===== src/rtl/binary_max_heap_priority_queue_macros.svh =====
// ----------------------------------------------------------------------------
// binary_max_heap_priority_queue_macros.svh
// Assertion macros shared by the heap priority queue RTL.
// ----------------------------------------------------------------------------
`ifndef BINARY_MAX_HEAP_PRIORITY_QUEUE_MACROS_SVH
`define BINARY_MAX_HEAP_PRIORITY_QUEUE_MACROS_SVH

// same-cycle implication, checked outside reset
`define BMH_ASSERT_NOW(lbl, ante, cons, msg) \
	lbl: assert property (@(posedge clk) disable iff (!arst_n) (ante) |-> (cons)) \
		else $error(msg);

// next-cycle implication, checked outside reset
`define BMH_ASSERT_NEXT(lbl, ante, cons, msg) \
	lbl: assert property (@(posedge clk) disable iff (!arst_n) (ante) |=> (cons)) \
		else $error(msg);

`endif


===== src/rtl/bmh_pkg.sv =====
// ----------------------------------------------------------------------------
// bmh_pkg
// Types and constants of the binary max-heap priority queue.
// ----------------------------------------------------------------------------
package bmh_pkg;

	localparam int DATA_W = 32;
	localparam int STAT_W = 2;

	// operation codes
	localparam logic OP_INSERT  = 1'b0;
	localparam logic OP_EXTRACT = 1'b1;

	// result status codes
	localparam logic [STAT_W-1:0] STAT_OK    = 2'd0;
	localparam logic [STAT_W-1:0] STAT_FULL  = 2'd1;
	localparam logic [STAT_W-1:0] STAT_EMPTY = 2'd2;

	// sequencer states
	typedef enum logic [3:0] {
		S_IDLE,
		S_EX_LAST,
		S_EX_CUR,
		S_DN_RD_L,
		S_DN_RD_R,
		S_DN_CMP_R,
		S_DN_DEC,
		S_UP_RD,
		S_UP_CMP,
		S_DONE
	} bmh_state_t;

	// one operation handed to the sequencer
	typedef struct packed {
		logic                     opcode;
		logic signed [DATA_W-1:0] value;
	} bmh_req_t;

	// one finished result from the sequencer
	typedef struct packed {
		logic signed [DATA_W-1:0] max_value;
		logic [STAT_W-1:0]        status;
	} bmh_res_t;

endpackage


===== src/rtl/bmh_in_if.sv =====
// ----------------------------------------------------------------------------
// bmh_in_if
// Operation channel: opcode and value with valid/ready handshake.
// ----------------------------------------------------------------------------
interface bmh_in_if;
	logic                              valid;
	logic                              ready;
	logic                              opcode;
	logic signed [bmh_pkg::DATA_W-1:0] value;

	modport source (output valid, output opcode, output value, input ready);
	modport sink (input valid, input opcode, input value, output ready);
endinterface


===== src/rtl/bmh_out_if.sv =====
// ----------------------------------------------------------------------------
// bmh_out_if
// Result channel: extracted maximum and status with valid/ready handshake.
// ----------------------------------------------------------------------------
interface bmh_out_if;
	logic                              valid;
	logic                              ready;
	logic signed [bmh_pkg::DATA_W-1:0] max_value;
	logic [bmh_pkg::STAT_W-1:0]        status;

	modport source (output valid, output max_value, output status, input ready);
	modport sink (input valid, input max_value, input status, output ready);
endinterface


===== src/rtl/bmh_ram.sv =====
// ----------------------------------------------------------------------------
// bmh_ram
// Generic single-write, single-read RAM with registered read data.
// ----------------------------------------------------------------------------
module bmh_ram #(
	parameter int WIDTH = 32,
	parameter int DEPTH = 16
) (
	input  logic                     clk,
	input  logic                     we,
	input  logic [$clog2(DEPTH)-1:0] waddr,
	input  logic [WIDTH-1:0]         wdata,
	input  logic                     re,
	input  logic [$clog2(DEPTH)-1:0] raddr,
	output logic [WIDTH-1:0]         rdata
);

	logic [WIDTH-1:0] mem_q [DEPTH];

	// write port
	always_ff @(posedge clk) begin
		if (we) begin
			mem_q[waddr] <= wdata;
		end
	end

	// registered read port
	always_ff @(posedge clk) begin
		if (re) begin
			rdata <= mem_q[raddr];
		end
	end

endmodule


===== src/rtl/bmh_seq.sv =====
// ----------------------------------------------------------------------------
// bmh_seq
// Heap sequencer: owns the heap RAM and entry count, runs sift-up and
// sift-down one level at a time through a single shared signed comparator.
// ----------------------------------------------------------------------------
module bmh_seq #(
	parameter int HEAP_DEPTH = 16
) (
	input  logic                              clk,
	input  logic                              arst_n,
	input  logic                              start,
	input  bmh_pkg::bmh_req_t                 req,
	output logic                              idle,
	output logic                              done_valid,
	input  logic                              done_take,
	output bmh_pkg::bmh_res_t                 done,
	output logic [$clog2(HEAP_DEPTH+1)-1:0]   count
);

	localparam int AW = $clog2(HEAP_DEPTH);
	localparam int CW = $clog2(HEAP_DEPTH + 1);
	localparam int LW = AW + 2;
	localparam int DW = bmh_pkg::DATA_W;

	bmh_pkg::bmh_state_t state_q, state_d;

	logic [CW-1:0]          count_q, count_d;
	logic [AW-1:0]          pos_q, pos_d;
	logic [AW-1:0]          best_idx_q, best_idx_d;
	logic signed [DW-1:0]   cur_q, cur_d;
	logic signed [DW-1:0]   best_val_q, best_val_d;
	logic signed [DW-1:0]   top_q, top_d;
	logic [bmh_pkg::STAT_W-1:0] status_q, status_d;

	// RAM port signals
	logic                 ram_we;
	logic [AW-1:0]        ram_waddr;
	logic [DW-1:0]        ram_wdata;
	logic                 ram_re;
	logic [AW-1:0]        ram_raddr;
	logic [DW-1:0]        ram_rdata;
	logic signed [DW-1:0] rd_data;

	// shared comparator
	logic signed [DW-1:0] cmp_a, cmp_b;
	logic                 cmp_gt;

	// index arithmetic
	logic [LW-1:0] lc_idx, rc_idx, count_ext;
	logic [AW-1:0] pos_dec, parent_idx;
	logic [CW-1:0] count_dec;

	bmh_ram #(
		.WIDTH(DW),
		.DEPTH(HEAP_DEPTH)
	) u_heap_ram (
		.clk   (clk),
		.we    (ram_we),
		.waddr (ram_waddr),
		.wdata (ram_wdata),
		.re    (ram_re),
		.raddr (ram_raddr),
		.rdata (ram_rdata)
	);

	assign rd_data    = signed'(ram_rdata);
	assign lc_idx     = {1'b0, pos_q, 1'b1};
	assign rc_idx     = lc_idx + LW'(1);
	assign count_ext  = LW'(count_q);
	assign pos_dec    = pos_q - AW'(1);
	assign parent_idx = pos_dec >> 1;
	assign count_dec  = count_q - CW'(1);

	// steer operands into the one comparator
	always_comb begin
		case (state_q)
			bmh_pkg::S_UP_CMP: begin
				cmp_a = cur_q;
				cmp_b = rd_data;
			end
			bmh_pkg::S_DN_CMP_R: begin
				cmp_a = rd_data;
				cmp_b = best_val_q;
			end
			default: begin
				cmp_a = rd_data;
				cmp_b = cur_q;
			end
		endcase
	end

	assign cmp_gt = cmp_a > cmp_b;

	// next state, datapath updates and RAM control
	always_comb begin
		state_d    = state_q;
		count_d    = count_q;
		pos_d      = pos_q;
		best_idx_d = best_idx_q;
		cur_d      = cur_q;
		best_val_d = best_val_q;
		top_d      = top_q;
		status_d   = status_q;
		ram_we     = 1'b0;
		ram_waddr  = pos_q;
		ram_wdata  = cur_q;
		ram_re     = 1'b0;
		ram_raddr  = '0;

		case (state_q)
			bmh_pkg::S_IDLE: begin
				if (start) begin
					top_d    = '0;
					status_d = bmh_pkg::STAT_OK;
					if (req.opcode == bmh_pkg::OP_INSERT) begin
						if (count_q == CW'(HEAP_DEPTH)) begin
							status_d = bmh_pkg::STAT_FULL;
							state_d  = bmh_pkg::S_DONE;
						end else begin
							pos_d   = count_q[AW-1:0];
							cur_d   = req.value;
							count_d = count_q + CW'(1);
							state_d = bmh_pkg::S_UP_RD;
						end
					end else begin
						if (count_q == '0) begin
							status_d = bmh_pkg::STAT_EMPTY;
							state_d  = bmh_pkg::S_DONE;
						end else begin
							// fetch the root
							ram_re    = 1'b1;
							ram_raddr = '0;
							state_d   = bmh_pkg::S_EX_LAST;
						end
					end
				end
			end
			bmh_pkg::S_EX_LAST: begin
				// capture root, fetch last entry and shrink
				top_d     = rd_data;
				ram_re    = 1'b1;
				ram_raddr = count_dec[AW-1:0];
				count_d   = count_dec;
				state_d   = bmh_pkg::S_EX_CUR;
			end
			bmh_pkg::S_EX_CUR: begin
				cur_d   = rd_data;
				pos_d   = '0;
				state_d = bmh_pkg::S_DN_RD_L;
			end
			bmh_pkg::S_DN_RD_L: begin
				if (lc_idx < count_ext) begin
					ram_re    = 1'b1;
					ram_raddr = lc_idx[AW-1:0];
					state_d   = bmh_pkg::S_DN_RD_R;
				end else begin
					// leaf: settle the moving entry here
					ram_we  = 1'b1;
					state_d = bmh_pkg::S_DONE;
				end
			end
			bmh_pkg::S_DN_RD_R: begin
				// left child against the moving entry
				if (cmp_gt) begin
					best_idx_d = lc_idx[AW-1:0];
					best_val_d = rd_data;
				end else begin
					best_idx_d = pos_q;
					best_val_d = cur_q;
				end
				if (rc_idx < count_ext) begin
					ram_re    = 1'b1;
					ram_raddr = rc_idx[AW-1:0];
					state_d   = bmh_pkg::S_DN_CMP_R;
				end else begin
					state_d = bmh_pkg::S_DN_DEC;
				end
			end
			bmh_pkg::S_DN_CMP_R: begin
				// right child against the best so far
				if (cmp_gt) begin
					best_idx_d = rc_idx[AW-1:0];
					best_val_d = rd_data;
				end
				state_d = bmh_pkg::S_DN_DEC;
			end
			bmh_pkg::S_DN_DEC: begin
				// write the winner at the node, descend if a child won
				ram_we    = 1'b1;
				ram_wdata = best_val_q;
				if (best_idx_q == pos_q) begin
					state_d = bmh_pkg::S_DONE;
				end else begin
					pos_d   = best_idx_q;
					state_d = bmh_pkg::S_DN_RD_L;
				end
			end
			bmh_pkg::S_UP_RD: begin
				if (pos_q == '0) begin
					ram_we  = 1'b1;
					state_d = bmh_pkg::S_DONE;
				end else begin
					ram_re    = 1'b1;
					ram_raddr = parent_idx;
					state_d   = bmh_pkg::S_UP_CMP;
				end
			end
			bmh_pkg::S_UP_CMP: begin
				if (cmp_gt) begin
					// pull the parent down, climb
					ram_we    = 1'b1;
					ram_wdata = ram_rdata;
					pos_d     = parent_idx;
					state_d   = bmh_pkg::S_UP_RD;
				end else begin
					ram_we  = 1'b1;
					state_d = bmh_pkg::S_DONE;
				end
			end
			bmh_pkg::S_DONE: begin
				if (done_take) begin
					state_d = bmh_pkg::S_IDLE;
				end
			end
			default: begin
				state_d = bmh_pkg::S_IDLE;
			end
		endcase
	end

	// control state
	always_ff @(posedge clk or negedge arst_n) begin
		if (!arst_n) begin
			state_q <= bmh_pkg::S_IDLE;
			count_q <= '0;
		end else begin
			state_q <= state_d;
			count_q <= count_d;
		end
	end

	// datapath registers
	always_ff @(posedge clk) begin
		pos_q      <= pos_d;
		best_idx_q <= best_idx_d;
		cur_q      <= cur_d;
		best_val_q <= best_val_d;
		top_q      <= top_d;
		status_q   <= status_d;
	end

	assign idle           = (state_q == bmh_pkg::S_IDLE);
	assign done_valid     = (state_q == bmh_pkg::S_DONE);
	assign done.max_value = top_q;
	assign done.status    = status_q;
	assign count          = count_q;

endmodule


===== src/rtl/binary_max_heap_priority_queue.sv =====
// ----------------------------------------------------------------------------
// binary_max_heap_priority_queue
// Max-heap priority queue of signed 32-bit values: insert or extract maximum,
// one result word per operation word.
// ----------------------------------------------------------------------------
// Operations are handled one at a time. An insert starts at the end of the
// heap and climbs level by level, reading the parent and comparing, until
// the parent is not smaller or it reaches the root. An extract reads the
// root, moves the last entry to the top and sinks it level by level, reading
// and comparing each child, until it reaches a leaf or no child is larger.
// Both climb and descent cover at most log2(HEAP_DEPTH) levels. A full
// insert or an empty extract goes straight to its result. Operation time is
// set by the single read port of the heap RAM and the one shared comparator:
// each level needs a registered read and a compare per entry examined. The
// result register lets a new operation word in while the previous result
// word still waits on the output channel. No clearing pass is needed after
// reset.
module binary_max_heap_priority_queue #(
	parameter int HEAP_DEPTH = 16
) (
	input  logic         clk,
	input  logic         arst_n,
	bmh_in_if.sink       cmd,
	bmh_out_if.source    rsp
);

	localparam int CW = $clog2(HEAP_DEPTH + 1);

	bmh_pkg::bmh_req_t req;
	bmh_pkg::bmh_res_t done;
	bmh_pkg::bmh_res_t res_q;
	logic              seq_idle;
	logic              seq_done;
	logic              done_take;
	logic              rsp_valid_q;
	logic [CW-1:0]     count;
	logic              cmd_fire;
	logic              res_full;
	logic              res_empty;

	assign req.opcode = cmd.opcode;
	assign req.value  = cmd.value;
	assign cmd.ready  = seq_idle;
	assign cmd_fire   = cmd.valid && cmd.ready;

	bmh_seq #(
		.HEAP_DEPTH(HEAP_DEPTH)
	) u_seq (
		.clk        (clk),
		.arst_n     (arst_n),
		.start      (cmd_fire),
		.req        (req),
		.idle       (seq_idle),
		.done_valid (seq_done),
		.done_take  (done_take),
		.done       (done),
		.count      (count)
	);

	// move a finished result into the output register when it is free
	assign done_take = seq_done && (!rsp_valid_q || rsp.ready);

	always_ff @(posedge clk or negedge arst_n) begin
		if (!arst_n) begin
			rsp_valid_q <= 1'b0;
		end else if (done_take) begin
			rsp_valid_q <= 1'b1;
		end else if (rsp.ready) begin
			rsp_valid_q <= 1'b0;
		end
	end

	always_ff @(posedge clk) begin
		if (done_take) begin
			res_q <= done;
		end
	end

	assign rsp.valid     = rsp_valid_q;
	assign rsp.max_value = res_q.max_value;
	assign rsp.status    = res_q.status;

	// status of the result being handed over
	assign res_full  = done_take && (done.status == bmh_pkg::STAT_FULL);
	assign res_empty = done_take && (done.status == bmh_pkg::STAT_EMPTY);

`include "binary_max_heap_priority_queue_macros.svh"

	`BMH_ASSERT_NOW(a_count_bound, 1'b1, count <= CW'(HEAP_DEPTH), "entry count over depth")
	`BMH_ASSERT_NOW(a_full_status, res_full, count == CW'(HEAP_DEPTH), "full status with room left")
	`BMH_ASSERT_NOW(a_empty_status, res_empty, count == '0, "empty status with entries held")
	`BMH_ASSERT_NEXT(a_busy_after_accept, cmd_fire, !cmd.ready, "ready right after accepting a word")

endmodule

===== src/flat_wrapper.sv =====
// flat-port wrapper written by rule: the top's interface ports become plain ports
module binary_max_heap_priority_queue_flat 
#(
	parameter int HEAP_DEPTH = 16
)
  (clk, arst_n, cmd_valid, cmd_opcode, cmd_value, cmd_ready, rsp_valid, rsp_max_value, rsp_status, rsp_ready);
  bmh_in_if cmd_i ();
  bmh_out_if rsp_i ();
  input  logic clk;
  input  logic arst_n;
  input wire logic [$bits(cmd_i.valid)-1:0] cmd_valid;
  input wire logic [$bits(cmd_i.opcode)-1:0] cmd_opcode;
  input wire logic [$bits(cmd_i.value)-1:0] cmd_value;
  output wire logic [$bits(cmd_i.ready)-1:0] cmd_ready;
  output wire logic [$bits(rsp_i.valid)-1:0] rsp_valid;
  output wire logic [$bits(rsp_i.max_value)-1:0] rsp_max_value;
  output wire logic [$bits(rsp_i.status)-1:0] rsp_status;
  input wire logic [$bits(rsp_i.ready)-1:0] rsp_ready;
  assign cmd_i.valid = cmd_valid;
  assign cmd_i.opcode = cmd_opcode;
  assign cmd_i.value = cmd_value;
  assign cmd_ready = cmd_i.ready;
  assign rsp_valid = rsp_i.valid;
  assign rsp_max_value = rsp_i.max_value;
  assign rsp_status = rsp_i.status;
  assign rsp_i.ready = rsp_ready;
  binary_max_heap_priority_queue #(.HEAP_DEPTH(HEAP_DEPTH)) u_core (.clk(clk), .arst_n(arst_n), .cmd(cmd_i), .rsp(rsp_i));
endmodule

===== config.mk =====
export PLATFORM = sky130hd
export DESIGN_NAME = binary_max_heap_priority_queue_flat
export DESIGN_NICKNAME = d
export VERILOG_FILES = /design/src/rtl/bmh_pkg.sv /design/src/rtl/bmh_in_if.sv /design/src/rtl/bmh_out_if.sv /design/src/rtl/bmh_ram.sv /design/src/rtl/bmh_seq.sv /design/src/rtl/binary_max_heap_priority_queue.sv /design/src/flat_wrapper.sv
export VERILOG_INCLUDE_DIRS = /design/src /design/src/rtl
export SDC_FILE = /design/constraint.sdc
export NUM_CORES = 1
export LEC_CHECK = 0
export ABC_AREA = 1
export BUFFER_PORTS_ARGS = -buffer_cell sky130_fd_sc_hd__clkbuf_2
export CAP_MARGIN = 10
export CORE_MARGIN = 3
export CORE_UTILIZATION = 45
export CTS_CLUSTER_SIZE = 24
export DETAILED_ROUTE_END_ITERATION = 10
export SLEW_MARGIN = 20
export SYNTH_ARGS = -nofsm -noshare
export SYNTH_HDL_FRONTEND = slang
export SYNTH_HIERARCHICAL = 1
export SYNTH_SLANG_ARGS = --single-unit

===== constraint.sdc =====
create_clock -name clk -period 7.1 [get_ports clk]
set_input_delay 0 -clock clk [delete_from_list [all_inputs] [get_ports clk]]
set_output_delay 0 -clock clk [all_outputs]
set_load 0.005 [all_outputs]

* After elaboration in Yosys (flattened, before gate mapping)
Memory sizes are Yosys's and may differ from the RTL's. A register that Yosys moved wholly into a read port is not among the register bits.
Index checks and enable logic that the tools add are counted.
** Operators by class
- $add $sub $neg :: 4
- Magnitude comparators :: 3
- Eq/ne operators :: 18
- Multiplexer cells :: 57
- Reduce and logical (&&, ||, !) cells :: 20
** Operators by type and width (count)
- 32-bit one-hot mux with 2 select lines :: 5
- 32-bit 2-to-1 mux :: 7
- 4-bit 2-to-1 mux :: 17
- 4-bit one-hot mux with 10 select lines :: 1
- 32-bit greater-than comparator :: 1
- 4-bit one-hot mux with 4 select lines :: 2
- 4-bit by 3-bit == test with 1-bit output (second input constant) :: 4
- 5-bit 2-to-1 mux :: 3
- 1-bit 2-to-1 mux :: 14
- 2-bit != test (second input constant) :: 7
- 5-bit one-hot mux with 2 select lines :: 1
- 4-bit by 2-bit == test with 1-bit output (second input constant) :: 2
- 4-bit == test (second input constant) :: 2
- 4-bit logical NOT :: 2
- 4-bit one-hot mux with 2 select lines :: 1
- 2-bit AND reduction :: 4
- 4-bit AND reduction :: 2
- 2-bit nonzero test :: 4
- 5-bit by 1-bit adder with 6-bit output (second input constant) :: 1
- 6-bit by 5-bit < comparator with 1-bit output :: 1
- 2-bit 2-to-1 mux :: 3
- 6-bit AND reduction :: 1
- 5-bit by 1-bit adder with 5-bit output (second input constant) :: 1
- 5-bit == test (second input constant) :: 1
- 14 further kinds :: 15
** Word-level totals
- Register bits after elaboration :: 150
- Bits in writable memories :: 512
- Input bits :: 37
- Output and inout bits :: 36
- Word-level logic and storage cells :: 114
- Memories kept :: 1
** Memory list
- u_core.u_seq.u_heap_ram.mem_q :: depth 16, width 32, rd ports 1, clocked after memory_dff 1, write ports 1, RTL line bmh_ram.sv:18 : logic [WIDTH-1:0] mem_q [DEPTH];

* Longest topological paths before layout
- Depth after elaboration :: 5
- Gate-level depth with buffers :: 26
- Mapped depth without buffers :: 26

* Modules after synthesis
The synthesis kept the hierarchy.
** Modules (own cells, without submodules)
- bmh_ram :: times used 1, cells each 2120, area each 23050.9 um^2, sequential area each 16335.7 um^2
- bmh_seq :: times used 1, cells each 1053, area each 8069.0 um^2, sequential area each 3408.3 um^2
- binary_max_heap_priority_queue :: times used 1, cells each 42, area each 1077.3 um^2, sequential area each 1046.0 um^2

* Least setup slack after synthesis
No wires, ideal clock.
- Path kind :: flip-flop to flip-flop
- Start :: register u_core.u_seq.state_q[0]
- End :: register u_core.u_seq.best_idx_q[0], enable pin
- Setup time :: 479 ps
- Arrival time :: 5241 ps
- Required time :: 6621 ps
- Setup slack :: 1380 ps
- Cell stages (with the launch flop) :: 16
- Path buffers :: 3
- Period minus slack after synthesis :: 5720 ps
- Path through :: dfrtp_1 > nor2_1 > nand2_1 > nor2_2 > buf_2 > clkbuf_1 > o21ai_0 > ha_1 > nand2_1 > nor3_2 > and3_1 > nand2_1 > nand3_1 > nand3_4 > buf_2 > o21ai_0
** On the way
- Word-level cells in the longest chain between the ends :: 5
- Elaborated cells between the ends (all ways) :: 9
- Those cells by class :: order compare (1); eq/ne (4); mux (2); reduce/logical (2)
** RTL lines
- start: declaration :: RTL line bmh_seq.sv:25 : bmh_pkg::bmh_state_t state_q, state_d;
- start signal: assignment :: RTL line bmh_seq.sv:234 : state_q <= bmh_pkg::S_IDLE;
- start signal: assignment :: RTL line bmh_seq.sv:237 : state_q <= state_d;
- 4-bit by 3-bit == test with 1-bit output or 4-bit == test (tied branches) :: RTL line bmh_seq.sv:76, bmh_seq.sv:110
- 32-bit one-hot mux with 2 select lines or 32-bit 2-to-1 mux (tied branches) :: RTL line bmh_seq.sv:76 : case (state_q)
- 32-bit greater-than comparator :: RTL line bmh_seq.sv:92 : assign cmp_gt = cmp_a > cmp_b;
- 2-bit != test (no line)
- 2-bit AND reduction (no line) *
- end signal: assignment :: RTL line bmh_seq.sv:245 : best_idx_q <= best_idx_d;
- end: declaration :: RTL line bmh_seq.sv:29 : logic [AW-1:0] best_idx_q, best_idx_d;
Mark *: on every way between the ends. The rest lies on a longest branch, timed or not.
A chain may end at the register's enable or synchronous reset.

* Worst setup path after layout
- Start :: register u_core.u_seq.state_q[3]
- End :: register u_core.u_seq.best_val_q[25], enable pin
** On the way
- Word-level cells in the longest chain between the ends :: 5
- Elaborated cells between the ends (all ways) :: 9
- Those cells by class :: order compare (1); eq/ne (4); mux (2); reduce/logical (2)
** RTL lines
- 4-bit by 3-bit == test with 1-bit output or 4-bit == test (tied branches) :: RTL line bmh_seq.sv:76, bmh_seq.sv:110
- 32-bit one-hot mux with 2 select lines or 32-bit 2-to-1 mux (tied branches) :: RTL line bmh_seq.sv:76
- 32-bit greater-than comparator :: RTL line bmh_seq.sv:92
- 2-bit != test (no line)
- 2-bit AND reduction (no line) *
- end signal: assignment :: RTL line bmh_seq.sv:247 : best_val_q <= best_val_d;
- end: declaration :: RTL line bmh_seq.sv:31 : logic signed [DW-1:0] best_val_q, best_val_d;
Marks and branches as above.

==> flow_metrics.py <==
metrics = {
    "power_and_ir_drop": {
        "p_int_w": 0.0104,
        "p_sw_w": 0.00761,
        "power_density_mw_per_mm2": 498,
        "combPwrFrac_pct": 41.9,
        "peakVddDrop_v": 0.000530,
        "switching_share_pct": 42.2,
        "total_power_w": 0.0180,
        "seq_power_share_pct": 37.2,
        "p_leak_nw": 15.3,
        "clockPowerShare_pct": 20.9,
    },
    "final_layout": {
        "insertedDiodeCount": 0,
        "syn2layout_area_growth_pct": 12.7,
        "layout_common_cells": "961 x nand2_1, 684 x edfxtp_1, 532 x inv_1",
        "finalInstanceArea_mm2": 0.0363,
        "regArea_mm2": 0.0208,
        "finalNetCount": 3386,
        "final_common_cell": "nand2_1",
        "fillers": 6176,
        "layout-drive-gt1-share_pct": 8.72,
        "multi_input_area_mm2": 0.00864,
    },
    "yosys": {
        "synth_top_area_share_pct": 63.8,
        "syn_avg_cell_area_um2": 10.0,
        "synth_mux_area_share_pct": 0,
        "synth_simple_gate_area_share_pct": 19.7,
        "synth_xor_area_share_pct": 0.299,
        "synth_compound_area_share_pct": 4.34,
        "syn_nets": 3298,
        "yosysTopAreaCell": "edfxtp_1",
        "synth_seq_cells": 694,
        "synth-adder-area-share_pct": 1.79,
        "synth-main-ff-cell": "edfxtp_1",
        "synth_area_leaders": "edfxtp_1 64%, nand2_1 11%, nand3_1 7.1%",
        "synthCells": 3215,
        "async_reset_ff_share_pct": 1.44,
        "synth_edf_count": 684,
        "syn_area_mm2": 0.0322,
        "ys_warn_count": 6,
        "ys_types": 46,
        "ys_seq_area_share_pct": 64.6,
        "synth_top_family_by_area": "simple AND/OR/NAND/NOR gates",
    },
    "global_routing": {
        "antenna_found_initial": 0,
        "grt_pass1_wl_um": 132000,
        "grt_usage_pct": 23.4,
        "grt_max_degree": 179,
        "grt_pass1_vias": 21500,
        "overflow": 0,
    },
    "worst_setup_path": {
        "cpLargestDelayFamily": "simple AND/OR/NAND/NOR gates",
        "cpPeakStageDelay_ns": 0.94,
        "critPathSlowestCell": "o21ai_4",
        "crit_type": "register to register",
        "worstPathRequired_ns": 7.39,
        "crit_path_end_kind": "register",
        "crit_path_start_kind": "register",
        "worstPathCellList": "nor2_1, inv_1, nor2_1, inv_2, buf_4, o21ai_0, a21oi_1, ha_1, nand2_1, nor3_2, and3_1, nand2_1, nand3_1, nand3_4, o21ai_4, buf_4",
        "crit_fanout": 42,
        "cp.arrival_ns": 5.65,
        "cp.buffers_inverters": 4,
    },
    "cts": {
        "clkLatencyLatePin_ns": 0.62,
        "h-tree-depth": 3,
        "numCtsBuffers": 74,
        "tritoncts": "yes",
        "cts.clk_slew.worst_paths_ns": 0.07,
        "ctsResizeCount": 0,
        "clkSinkCount": 694,
        "clock_tree.buffer_depth": 3,
        "root_buffer": "clkbuf_16",
    },
    "placed_design": {
        "place.gp.congestion": 0.937,
        "hpwlAfterDp_um": 50000,
        "io_buffers": 72,
        "place_area_mm2": 0.0334,
    },
    "routing": {
        "wl_per_cell_um": 20.5,
        "vias": 23000,
        "drc": 0,
        "finalWirelength_um": 88300,
        "avgViaCountPerCell": 5.34,
        "ant_nets": 0,
        "dr.pass1.iters": 5,
        "drt_iter0_markers": 2489,
    },
    "timing": {
        "setup_viol": 0,
        "setup_tns_ns": 0,
        "rsz0062_at_grt": "false",
        "fin_crit_ns": 5.36,
        "fin_crit_sh_pct": 75.5,
        "clock_skew_ns": 0.0297,
        "whs_ns": 0.205,
        "finalHoldViolCount": 0,
        "clock.fmax_ghz": 0.186,
        "max-slew-margin-rel_pct": 28.1,
        "worst_slew_pin_slew_ns": 1.08,
        "drv_slew": 0,
    },
    "hold_path": {
        "hold_path_class": "primary input to register",
    },
    "floorplanning": {
        "start_util_pct": 45.7,
        "core_region_area_mm2": 0.0705,
        "ios": 73,
        "dieHeight_um": 273,
        "die-area_mm2": 0.0748,
        "die_w_um": 273,
        "rows": 97,
    },
    "job": {
        "cap_violations": 0,
    },
    "outcome": {
        "outcome": "complete, no violations",
    },
}
## per-stage QoR
stage                     util, %  cells  worst slack [ns]
after floorplan                 -   3215              1.38
after global placement       47.3   4110              1.81
after detailed placement     47.4   4112              1.69
after CTS                    51.2   4283              1.66
after global routing         51.4   4301              1.39
final                        51.4   4301              1.74
## sequential cells by signal, summed over array words and instances, names as in the netlist
name,cells
u_core/u_seq/best_idx_q,4
u_core/u_seq/u_heap_ram/rdata,32
u_core/u_seq/pos_q,4
u_core/u_seq/status_q,2
u_core/u_seq/top_q,32
u_core/u_seq/state_q,4
u_core/u_seq/best_val_q,32
u_core/rsp.valid,1
u_core/u_seq/count,5
u_core/u_seq/cur_q,32
u_core/rsp.max_value,32
u_core/u_seq/u_heap_ram/mem_q,512
u_core/rsp.status,2
## kinds of logic after synthesis
family,count (synthesis)
buf+inv,697
flops,694
simple gates,1524
fa+ha+maj,46
xor+xnor,11
compound gates,243
## synthesized netlist by cell type (all sizes together) (2+ instances only)
| cell type | number |
|---|---|
| clkbuf | 44 |
| ha | 46 |
| inv | 539 |
| nand2 | 963 |
| edfxtp | 684 |
| o21a | 2 |
| o21ai | 137 |
| or2 | 2 |
| nand4 | 6 |
| a21oi | 56 |
| buf | 114 |
| xor2 | 7 |
| nand3 | 456 |
| nor2 | 87 |
| o211ai | 27 |
| o221ai | 2 |
| o22ai | 8 |
| o2111ai | 2 |
| dfrtp | 10 |
| nand3b | 2 |
| xnor2 | 4 |
| nor3 | 7 |
## path summary, 6_finish.rpt
check,cells past startpoint,from,to,slack (ns)
worst max-delay path,16,u_core/u_seq/state_q[3],u_core/u_seq/best_val_q[25],1.74
worst min-delay path,5,rsp_ready,u_core/rsp.valid,0.21
worst max register to register,16,u_core/u_seq/state_q[3],u_core/u_seq/best_val_q[25],1.74
worst min register to register,0,u_core/u_seq/top_q[1],u_core/rsp.max_value[1],0.42
max in group asynchronous,3,arst_n,u_core/u_seq/count[2],6.16
min in group asynchronous,3,arst_n,u_core/u_seq/state_q[2],0.53
## worst register-to-register path, delay by kind of cell (launching register included)
kind / cells / cell delay (ns)
and+or+nand+nor: 8 / 1.77
buffers and inverters: 4 / 1.29
AOI/OAI and AO/OA: 3 / 1.19
DFF: 1 / 0.43
adders and majority gates: 1 / 0.36
## routing by layer
metal / GRT usage [%] / wire [um] / part of all wire, % / vias to the layer above
li1: - / - / - / 10700
met1: 32.3 / 37200 / 42 / 11100
met2: 37.6 / 40700 / 46 / 998
met3: 4.01 / 7610 / 8.6 / 160
met4: 8.22 / 2830 / 3.2 / 0
met5: 0 / 0 / 0 / -
## what timing repair did
| action | in CTS | in global routing |
|---|---|---|
| hold buffers | 37 | 0 |
| hold endpoints to repair | 48 | 0 |
| setup endpoints to repair | 0 | 0 |
| setup buffers | 0 | 0 |
## power groups by stage
stage	clock network, W	registers, W	logic, W
2_1_floorplan	0	0.00658	0.00536
3_3_place_gp	0	0.00678	0.00719
3_5_place_dp	0	0.00678	0.00736
4_1_cts	0.00384	0.00671	0.00742
5_1_grt	0.00402	0.00676	0.00838
6_report	0.00377	0.00671	0.00757
## final cells by class
cell class                      count  share of cell area, %
Multi-Input combinational cell   1824                   23.8
Sequential cell                   694                   57.3
Inverter                          539                   5.61
Timing Repair Buffer              170                   3.51
Clock inverter                     47                   1.14
Clock buffer                       87                   5.36
Tap cell                          940                   3.24
Note: power is estimated with default switching activity, not from simulation.
